==> config.mk <==
export PLATFORM = sky130hd
export DESIGN_NAME = primitive_assembler
export DESIGN_NICKNAME = d
export VERILOG_FILES = /design/src/sv/pa_pkg.sv /design/src/sv/pa_front.sv /design/src/sv/pa_queue.sv /design/src/sv/pa_back.sv /design/src/sv/primitive_assembler.sv
export SDC_FILE = /design/constraint.sdc
export NUM_CORES = 1
export LEC_CHECK = 0
export BUFFER_PORTS_ARGS = -buffer_cell sky130_fd_sc_hd__buf_2
export CORE_MARGIN = 5
export CORE_UTILIZATION = 60
export CTS_BUF_LIST = sky130_fd_sc_hd__clkbuf_8
export DETAILED_ROUTE_END_ITERATION = 7
export GPL_TIMING_DRIVEN = 0
export PLACE_DENSITY = 0.83
export SLEW_MARGIN = 25
export SYNTH_ARGS = -nofsm -noshare
export SYNTH_HDL_FRONTEND = slang
export SYNTH_SLANG_ARGS = --single-unit
export TNS_END_PERCENT = 20
==> constraint.sdc <==
create_clock -name clk -period 5.65 [get_ports clk]
set_clock_uncertainty 0.15 [all_clocks]
set_input_delay 0.2825 -clock clk [delete_from_list [all_inputs] [get_ports clk]]
set_output_delay 0.2825 -clock clk [all_outputs]
set_load 0.02 [all_outputs]
==> src/sv/pa_pkg.sv <==
// ----------------------------------------------------------------------------
// pa_pkg: primitive assembler shared definitions
// Mode and primitive-kind codes, register map, default widths and the
// control word that travels from the front end through the queue.
// ----------------------------------------------------------------------------
package pa_pkg;

  // default vertex tag width
  localparam int TAG_BITS_DEF = 16;

  // configuration port
  localparam int APB_ADDR_BITS = 3;
  localparam int APB_DATA_BITS = 32;
  localparam logic [APB_ADDR_BITS-1:0] ADDR_PRIM_MODE = 3'd0;

  // primitive modes
  localparam logic [2:0] MODE_POINTS     = 3'd0;
  localparam logic [2:0] MODE_LINES      = 3'd1;
  localparam logic [2:0] MODE_LINE_STRIP = 3'd2;
  localparam logic [2:0] MODE_LINE_LOOP  = 3'd3;
  localparam logic [2:0] MODE_TRIS       = 3'd4;
  localparam logic [2:0] MODE_TRI_STRIP  = 3'd5;
  localparam logic [2:0] MODE_TRI_FAN    = 3'd6;
  localparam logic [2:0] MODE_NONE       = 3'd7;

  // primitive kinds
  localparam logic [1:0] KIND_POINT = 2'd0;
  localparam logic [1:0] KIND_LINE  = 2'd1;
  localparam logic [1:0] KIND_TRI   = 2'd2;

  // queue depth between front and back (power of two)
  localparam int QUEUE_DEPTH = 2;

  // control part of one queued word
  typedef struct packed {
    logic [1:0] kind;   // primitive kind of the first result
    logic       close;  // a closing line follows the first result
  } pa_ctl_t;

endpackage

==> src/sv/pa_front.sv <==
// ----------------------------------------------------------------------------
// pa_front: vertex intake and classification
// Holds the batch tag history, decides per vertex which primitive (if any)
// it completes and pushes one queue word describing it.
// ----------------------------------------------------------------------------
module pa_front
  import pa_pkg::*;
#(
  parameter int TAG_BITS = TAG_BITS_DEF
) (
  input  logic                clk,
  input  logic                rst_n,
  input  logic [2:0]          prim_mode_i,
  // vertex input
  input  logic                in_valid_i,
  output logic                in_ready_o,
  input  logic [TAG_BITS-1:0] in_vertex_tag_i,
  input  logic                in_batch_last_i,
  // queue write side
  output logic                q_push_o,
  input  logic                q_ready_i,
  output pa_ctl_t             q_ctl_o,
  output logic [TAG_BITS-1:0] q_tag_a_o,
  output logic [TAG_BITS-1:0] q_tag_b_o,
  output logic [TAG_BITS-1:0] q_tag_c_o
);

  logic [TAG_BITS-1:0] anchor_r, older_r, newer_r;
  logic [1:0]          seen_r;
  logic                parity_r;
  logic [1:0]          phase_r;

  logic                emit;
  logic                close;
  logic [1:0]          kind;
  logic [TAG_BITS-1:0] ta, tb, tc;
  logic [1:0]          phase_nxt;
  logic                accept;

  assign in_ready_o = q_ready_i;
  assign accept     = in_valid_i && in_ready_o;

  // primitive selection per mode
  always_comb begin
    emit      = 1'b0;
    close     = 1'b0;
    kind      = KIND_POINT;
    ta        = in_vertex_tag_i;
    tb        = '0;
    tc        = '0;
    phase_nxt = 2'd0;
    case (prim_mode_i)
      MODE_POINTS: begin
        emit = 1'b1;
      end
      MODE_LINES: begin
        if (phase_r[0]) begin
          emit = 1'b1;
          kind = KIND_LINE;
          ta   = newer_r;
          tb   = in_vertex_tag_i;
        end else begin
          phase_nxt = 2'd1;
        end
      end
      MODE_LINE_STRIP, MODE_LINE_LOOP: begin
        if (seen_r != 2'd0) begin
          emit = 1'b1;
          kind = KIND_LINE;
          ta   = newer_r;
          tb   = in_vertex_tag_i;
        end
        // closing line (v, anchor) rides along in tag_c
        if ((prim_mode_i == MODE_LINE_LOOP) && in_batch_last_i && (seen_r >= 2'd2)) begin
          close = 1'b1;
          tc    = anchor_r;
        end
      end
      MODE_TRIS: begin
        if (phase_r >= 2'd2) begin
          emit = 1'b1;
          kind = KIND_TRI;
          ta   = older_r;
          tb   = newer_r;
          tc   = in_vertex_tag_i;
        end else begin
          phase_nxt = phase_r + 2'd1;
        end
      end
      MODE_TRI_STRIP: begin
        if (seen_r >= 2'd2) begin
          emit = 1'b1;
          kind = KIND_TRI;
          ta   = parity_r ? newer_r : older_r;
          tb   = parity_r ? older_r : newer_r;
          tc   = in_vertex_tag_i;
        end
      end
      MODE_TRI_FAN: begin
        if (seen_r >= 2'd2) begin
          emit = 1'b1;
          kind = KIND_TRI;
          ta   = anchor_r;
          tb   = newer_r;
          tc   = in_vertex_tag_i;
        end
      end
      default: begin
        emit = 1'b0;
      end
    endcase
  end

  assign q_push_o      = accept && emit;
  assign q_ctl_o.kind  = kind;
  assign q_ctl_o.close = close;
  assign q_tag_a_o     = ta;
  assign q_tag_b_o     = tb;
  assign q_tag_c_o     = tc;

  // batch history; cleared after the last vertex
  always_ff @(posedge clk) begin
    if (!rst_n) begin
      anchor_r <= '0;
      older_r  <= '0;
      newer_r  <= '0;
      seen_r   <= 2'd0;
      parity_r <= 1'b0;
      phase_r  <= 2'd0;
    end else if (accept) begin
      if (in_batch_last_i) begin
        anchor_r <= '0;
        older_r  <= '0;
        newer_r  <= '0;
        seen_r   <= 2'd0;
        parity_r <= 1'b0;
        phase_r  <= 2'd0;
      end else begin
        if (seen_r == 2'd0) begin
          anchor_r <= in_vertex_tag_i;
        end
        older_r  <= newer_r;
        newer_r  <= in_vertex_tag_i;
        if (seen_r != 2'd3) begin
          seen_r <= seen_r + 2'd1;
        end
        parity_r <= ~parity_r;
        phase_r  <= phase_nxt;
      end
    end
  end

endmodule

==> src/sv/pa_queue.sv <==
// ----------------------------------------------------------------------------
// pa_queue: short word queue between front and back
// Flop-based FIFO; head word is read straight from the entry array.
// ----------------------------------------------------------------------------
module pa_queue
  import pa_pkg::*;
#(
  parameter int TAG_BITS = TAG_BITS_DEF
) (
  input  logic                clk,
  input  logic                rst_n,
  // write side
  input  logic                push_i,
  output logic                ready_o,
  input  pa_ctl_t             ctl_i,
  input  logic [TAG_BITS-1:0] tag_a_i,
  input  logic [TAG_BITS-1:0] tag_b_i,
  input  logic [TAG_BITS-1:0] tag_c_i,
  // read side
  output logic                valid_o,
  input  logic                pop_i,
  output pa_ctl_t             ctl_o,
  output logic [TAG_BITS-1:0] tag_a_o,
  output logic [TAG_BITS-1:0] tag_b_o,
  output logic [TAG_BITS-1:0] tag_c_o
);

  localparam int PTR_BITS = (QUEUE_DEPTH > 1) ? $clog2(QUEUE_DEPTH) : 1;
  localparam int CNT_BITS = $clog2(QUEUE_DEPTH + 1);

  pa_ctl_t             ctl_q   [QUEUE_DEPTH];
  logic [TAG_BITS-1:0] tag_a_q [QUEUE_DEPTH];
  logic [TAG_BITS-1:0] tag_b_q [QUEUE_DEPTH];
  logic [TAG_BITS-1:0] tag_c_q [QUEUE_DEPTH];

  logic [PTR_BITS-1:0] wr_ptr_r, rd_ptr_r;
  logic [CNT_BITS-1:0] count_r;
  logic                do_push, do_pop;

  assign ready_o = (count_r != CNT_BITS'(QUEUE_DEPTH));
  assign valid_o = (count_r != '0);
  assign do_push = push_i && ready_o;
  assign do_pop  = pop_i && valid_o;

  assign ctl_o   = ctl_q[rd_ptr_r];
  assign tag_a_o = tag_a_q[rd_ptr_r];
  assign tag_b_o = tag_b_q[rd_ptr_r];
  assign tag_c_o = tag_c_q[rd_ptr_r];

  // entry storage
  always_ff @(posedge clk) begin
    if (do_push) begin
      ctl_q[wr_ptr_r]   <= ctl_i;
      tag_a_q[wr_ptr_r] <= tag_a_i;
      tag_b_q[wr_ptr_r] <= tag_b_i;
      tag_c_q[wr_ptr_r] <= tag_c_i;
    end
  end

  // pointers and fill count
  always_ff @(posedge clk) begin
    if (!rst_n) begin
      wr_ptr_r <= '0;
      rd_ptr_r <= '0;
      count_r  <= '0;
    end else begin
      if (do_push) begin
        wr_ptr_r <= wr_ptr_r + PTR_BITS'(1);
      end
      if (do_pop) begin
        rd_ptr_r <= rd_ptr_r + PTR_BITS'(1);
      end
      if (do_push && !do_pop) begin
        count_r <= count_r + CNT_BITS'(1);
      end else if (do_pop && !do_push) begin
        count_r <= count_r - CNT_BITS'(1);
      end
    end
  end

endmodule

==> src/sv/pa_back.sv <==
// ----------------------------------------------------------------------------
// pa_back: primitive output stage
// Pops queue words into the output register; a word with a closing line
// produces two results, the second from a held pending line.
// ----------------------------------------------------------------------------
module pa_back
  import pa_pkg::*;
#(
  parameter int TAG_BITS = TAG_BITS_DEF
) (
  input  logic                clk,
  input  logic                rst_n,
  // queue read side
  input  logic                q_valid_i,
  output logic                q_pop_o,
  input  pa_ctl_t             q_ctl_i,
  input  logic [TAG_BITS-1:0] q_tag_a_i,
  input  logic [TAG_BITS-1:0] q_tag_b_i,
  input  logic [TAG_BITS-1:0] q_tag_c_i,
  // result output
  output logic                out_valid_o,
  input  logic                out_ready_i,
  output logic [1:0]          out_prim_kind_o,
  output logic [TAG_BITS-1:0] out_tag_a_o,
  output logic [TAG_BITS-1:0] out_tag_b_o,
  output logic [TAG_BITS-1:0] out_tag_c_o,
  output logic                out_run_last_o
);

  logic                valid_r;
  logic                pend_r;
  logic [TAG_BITS-1:0] pend_a_r, pend_b_r;
  logic [1:0]          kind_r;
  logic [TAG_BITS-1:0] ta_r, tb_r, tc_r;
  logic                last_r;
  logic                load;

  assign load    = !valid_r || out_ready_i;
  assign q_pop_o = load && !pend_r && q_valid_i;

  // control: output valid and pending closing line
  always_ff @(posedge clk) begin
    if (!rst_n) begin
      valid_r <= 1'b0;
      pend_r  <= 1'b0;
    end else if (load) begin
      if (pend_r) begin
        valid_r <= 1'b1;
        pend_r  <= 1'b0;
      end else begin
        valid_r <= q_valid_i;
        pend_r  <= q_valid_i && q_ctl_i.close;
      end
    end
  end

  // payload
  always_ff @(posedge clk) begin
    if (load) begin
      if (pend_r) begin
        kind_r <= KIND_LINE;
        ta_r   <= pend_a_r;
        tb_r   <= pend_b_r;
        tc_r   <= '0;
        last_r <= 1'b1;
      end else begin
        kind_r   <= q_ctl_i.kind;
        ta_r     <= q_tag_a_i;
        tb_r     <= q_tag_b_i;
        tc_r     <= q_ctl_i.close ? '0 : q_tag_c_i;
        last_r   <= !q_ctl_i.close;
        pend_a_r <= q_tag_b_i;
        pend_b_r <= q_tag_c_i;
      end
    end
  end

  assign out_valid_o     = valid_r;
  assign out_prim_kind_o = kind_r;
  assign out_tag_a_o     = ta_r;
  assign out_tag_b_o     = tb_r;
  assign out_tag_c_o     = tc_r;
  assign out_run_last_o  = last_r;

endmodule

==> src/sv/primitive_assembler.sv <==
// ----------------------------------------------------------------------------
// primitive_assembler: streaming primitive assembly
// Turns a stream of vertex tags into point, line and triangle primitives
// following the configured primitive mode.
// ----------------------------------------------------------------------------
//  channel | direction | handshake        | word
//  --------+-----------+------------------+-----------------------------------
//  in_     | input     | valid / ready    | vertex_tag, batch_last
//  out_    | output    | valid / ready    | prim_kind, tag_a, tag_b, tag_c,
//          |           |                  | run_last
//  cfg     | input     | APB (psel/...)   | prim_mode at address 0
//
//  One vertex is taken every cycle while the queue has room; its primitive is
//  decoded by the front, written into the queue at the accepting edge and
//  then loaded from the queue head into the output register.
//  A line loop's final vertex yields two results and holds the output stage
//  until the second is loaded; the two-entry queue absorbs that and output stalls.
//  rst_n is synchronous; it clears prim_mode, the batch history and queue.
//  Input ready drops only while the queue is full.
// ----------------------------------------------------------------------------
module primitive_assembler
  import pa_pkg::*;
#(
  parameter int TAG_BITS = TAG_BITS_DEF
) (
  input  logic                     clk,
  input  logic                     rst_n,
  // configuration
  input  logic                     psel,
  input  logic                     penable,
  input  logic                     pwrite,
  input  logic [APB_ADDR_BITS-1:0] paddr,
  input  logic [APB_DATA_BITS-1:0] pwdata,
  output logic [APB_DATA_BITS-1:0] prdata,
  output logic                     pready,
  // vertex input
  input  logic                     in_valid,
  output logic                     in_ready,
  input  logic [TAG_BITS-1:0]      in_vertex_tag,
  input  logic                     in_batch_last,
  // primitive output
  output logic                     out_valid,
  input  logic                     out_ready,
  output logic [1:0]               out_prim_kind,
  output logic [TAG_BITS-1:0]      out_tag_a,
  output logic [TAG_BITS-1:0]      out_tag_b,
  output logic [TAG_BITS-1:0]      out_tag_c,
  output logic                     out_run_last
);

  logic [2:0]          prim_mode_r;
  logic                q_push, q_wready, q_valid, q_pop;
  pa_ctl_t             w_ctl, r_ctl;
  logic [TAG_BITS-1:0] w_a, w_b, w_c, r_a, r_b, r_c;

  // mode register write and readback
  assign pready = 1'b1;
  always_ff @(posedge clk) begin
    if (!rst_n) begin
      prim_mode_r <= MODE_POINTS;
    end else if (psel && penable && pwrite && pready && (paddr == ADDR_PRIM_MODE)) begin
      prim_mode_r <= pwdata[2:0];
    end
  end
  assign prdata = (paddr == ADDR_PRIM_MODE) ? {{(APB_DATA_BITS-3){1'b0}}, prim_mode_r} : '0;

  pa_front #(.TAG_BITS(TAG_BITS)) u_front (
    .clk             (clk),
    .rst_n           (rst_n),
    .prim_mode_i     (prim_mode_r),
    .in_valid_i      (in_valid),
    .in_ready_o      (in_ready),
    .in_vertex_tag_i (in_vertex_tag),
    .in_batch_last_i (in_batch_last),
    .q_push_o        (q_push),
    .q_ready_i       (q_wready),
    .q_ctl_o         (w_ctl),
    .q_tag_a_o       (w_a),
    .q_tag_b_o       (w_b),
    .q_tag_c_o       (w_c)
  );

  pa_queue #(.TAG_BITS(TAG_BITS)) u_queue (
    .clk     (clk),
    .rst_n   (rst_n),
    .push_i  (q_push),
    .ready_o (q_wready),
    .ctl_i   (w_ctl),
    .tag_a_i (w_a),
    .tag_b_i (w_b),
    .tag_c_i (w_c),
    .valid_o (q_valid),
    .pop_i   (q_pop),
    .ctl_o   (r_ctl),
    .tag_a_o (r_a),
    .tag_b_o (r_b),
    .tag_c_o (r_c)
  );

  pa_back #(.TAG_BITS(TAG_BITS)) u_back (
    .clk             (clk),
    .rst_n           (rst_n),
    .q_valid_i       (q_valid),
    .q_pop_o         (q_pop),
    .q_ctl_i         (r_ctl),
    .q_tag_a_i       (r_a),
    .q_tag_b_i       (r_b),
    .q_tag_c_i       (r_c),
    .out_valid_o     (out_valid),
    .out_ready_i     (out_ready),
    .out_prim_kind_o (out_prim_kind),
    .out_tag_a_o     (out_tag_a),
    .out_tag_b_o     (out_tag_b),
    .out_tag_c_o     (out_tag_c),
    .out_run_last_o  (out_run_last)
  );

endmodule

==> run summary <==
internal power = 3.700 mW
WHS Endpoint = u_queue.tag_c_q[0][12]
placed cell count = 1112
Worst Path Max Fanout = 11
capture point of the worst reg-to-reg path = u_queue.tag_b_q[0][7]
# setup viols final = 0
Inserted Clock Buffers = 38
Max-slew headroom = 30.78%
# port buffers = 84
part of the cycle the worst path needs = 46.28%
Ys Warns = 0
dpl hpwl = 15830 um
vias in the first global route = 6731
Max Cap Viol = 0
post-synth cell types = 52
Clk pin slew, worst setup/hold paths = 0.06 ns
Switching Power = 1.637 mW
Comb pwr share = 24.7%
Max VDD drop = 0.0002856 V
most frequent cells in the layout = 185 x edfxtp_1, 89 x buf_2, 70 x nand2_1
synthesis-stage register bit count = 248
final count of pins violating max slew = 0
r2r startpoint = u_front.seen_r[1]
Tot GR Track Use = 23.05%
area leader, netlist = edfxtp_1
Seq pwr share = 49.7%
Sum Neg Setup Slack = 0 ns
diodes inserted = 0
layout cells sized above 1 = 24.61%
Die Wd = 142.4 um
RSZ-0062 raised after global routing = false
worst r2r path cells = 7
final setup margin = 3.035 ns
global route overflow = 0
final WL = 23100 um
# DRC = 0
setup slack, reg-to-reg = 3.04 ns
Post-synth EDFFs = 185
Fillers = 1110
Vias = 6861
worst skew pair latency = 0.54 ns
CTS tree = yes
wire per inst = 19.32 um
ys flop type = edfxtp_1
clock group share of total power = 25.5%
Switching Fraction = 30.67%
largest net degree at the start of global routing = 46
status = finished, final reports clean
Top Ports = 145
Mapped Area = 10520 um^2
Initial DRC Count = 691
CP arrival = 2.86 ns
Cell Rows = 48
CP Launch Type = flip-flop
GP Congestion = 0.9176
CP required = 5.90 ns
endpoints failing hold = 0
Static Leak = 4.806 nW
Hold Path Depth = 2
H-tree Lvls = 2
vias per std cell = 5.737
most common cell after layout, fill and taps aside = edfxtp_1
die area = 20280 um^2
Routed Antenna Nets = 0
Gate Count Post-Synth = 770
Clock Tree Buf Depth = 3
register area share after synthesis = 64.80%
critical path type = reg2reg
top cells by area, synth = edfxtp_1 53%, dfxtp_1 12%, mux2_2 5.1%
Hold Startpoint = in_vertex_tag[12]
CTS root buf = clkbuf_8
Hold Path Class = in2reg
first-pass GRT wire length = 36270 um
final worst path period need = 2.615 ns
Die Height = 142.4 um
Max Clk Rate = 382.5 MHz
Post-synth ARST share = 0%
Power Density = 433.5 nW/um^2
fin cells = 1196
Area growth, synth to finish = 17.02%
nets = 1006
CTS sink cnt = 248
initial antenna violation count = 0
core area = 17240 um^2
Tot Pwr = 5.337 mW
pre-CTS setup slack = 3.086 ns
share of the synthesized area in the top cell type = 52.81%
syn avg cell area = 13.66 um^2
Pre-Repair DR Iteration Count = 5
Worst setup EP type = flip-flop
Slew @ Worst Pin = 1.034 ns
Starting Density = 61.03%
==> final cells by class <==
class / count / area (um^2) / area share, %
buffer: 81 / 471.7 / 3.832
clock buffer: 39 / 536.8 / 4.360
clock inverter: 29 / 153.9 / 1.250
inverter: 6 / 22.52 / 0.1829
multi-input combinational: 463 / 3332 / 27.07
sequential: 248 / 6817 / 55.37
tap: 225 / 281.5 / 2.287
timing repair buffer: 105 / 695.7 / 5.651
==> timing repair <==
| item | in CTS | in global routing |
|---|---|---|
| buffers inserted | 0 | 0 |
| endpoints found under the hold margin | 28 | 0 |
| endpoints found under the setup margin | 0 | 0 |
| hold buffers | 16 | 0 |
| gates resized for setup | 0 | 0 |
==> worst max path at each step <==
stage / start / end / slack [ns] / cells after the start
final: u_front.seen_r[1] / u_queue.tag_b_q[0][7] / 3.04 / 7
after global routing: u_front.seen_r[1] / u_queue.tag_b_q[0][13] / 2.90 / 7
after CTS: u_queue.count_r[0] / u_queue.tag_a_q[0][4] / 3.08 / 8
after detailed placement: u_queue.count_r[0] / u_queue.tag_a_q[0][4] / 3.09 / 8
after global placement: u_queue.count_r[0] / u_queue.tag_c_q[0][1] / 0.18 / 6
after floorplan: u_queue.count_r[0] / u_queue.ctl_q[0][0] / 1.61 / 6
==> worst max-delay path, cell delays in order (launching register included) <==
cell and delay, ns:
dfxtp_1 0.43, inv_1 0.07, ha_1 0.21, nand2b_1 0.16, a21oi_2 0.52, clkbuf_1 0.56, a22o_1 0.26, a21o_1 0.12
==> synth_stat cells, drive strengths merged (2+ instances only) <==
cell type	count
mux2	48
o211ai	2
ha	4
a22o	32
dfxtp	63
xor2	2
and2	10
nor2	9
a21oi	5
or3	2
edfxtp	185
nand2b	8
o21ai	20
nand2	70
inv	6
nand3	18
conb	2
nand4b	2
buf	50
nor2b	57
mux2i	37
o21a	2
xnor2	2
or2	2
a21boi	38
and4b	2
nor3b	2
clkbuf	31
a221o	16
a21o	16
a32o	16
==> sequential cells by signal, indices dropped and copies added (netlist names), 16 cells and up, named ones only <==
register,cells
u_queue.tag_b_q,32
u_back.out_tag_b_o,16
u_back.pend_b_r,16
u_front.anchor_r,16
u_queue.tag_c_q,32
u_back.pend_a_r,16
u_back.out_tag_a_o,16
u_front.older_r,16
u_queue.tag_a_q,32
u_back.out_tag_c_o,16
u_front.newer_r,16
==> logic make-up after synthesis <==
| logic type | after synthesis | share of synthesized area, % |
|---|---|---|
| fa+ha+maj | 4 | 0.4758 |
| compound gates | 152 | 11.45 |
| flops | 248 | 64.80 |
| buf+inv | 87 | 4.698 |
| xor+xnor | 4 | 0.3331 |
| simple gates | 188 | 9.515 |
| other cells | 2 | 0.07139 |
| mux | 85 | 8.658 |
==> layer usage <==
layer  wire, um  track usage, %
met1       9389           31.31
met5          0               0
met2      11210           38.11
met4        502           6.753
met3       2006           4.603
==> per-stage QoR <==
step           cell area (um^2)  utilization (%)  hold WS, ns
2_1_floorplan             10630                -       0.3020
3_3_place_gp              11330            65.72       0.3181
3_5_place_dp              11460            66.49       0.3251
4_1_cts                   12310            71.42     0.004830
5_1_grt                   12310            71.42      0.01722
6_report                  12310            71.42      0.01597
==> power by group through the flow <==
stage	registers, mW	clock network, mW	logic, mW
global placement	2.69	0	1.23
detailed placement	2.69	0	1.32
finish	2.65	1.36	1.32
CTS	2.66	1.38	1.33
global route	2.70	1.47	1.41
floorplan	2.94	0	0.586
Power figures use the tool's default switching activity.
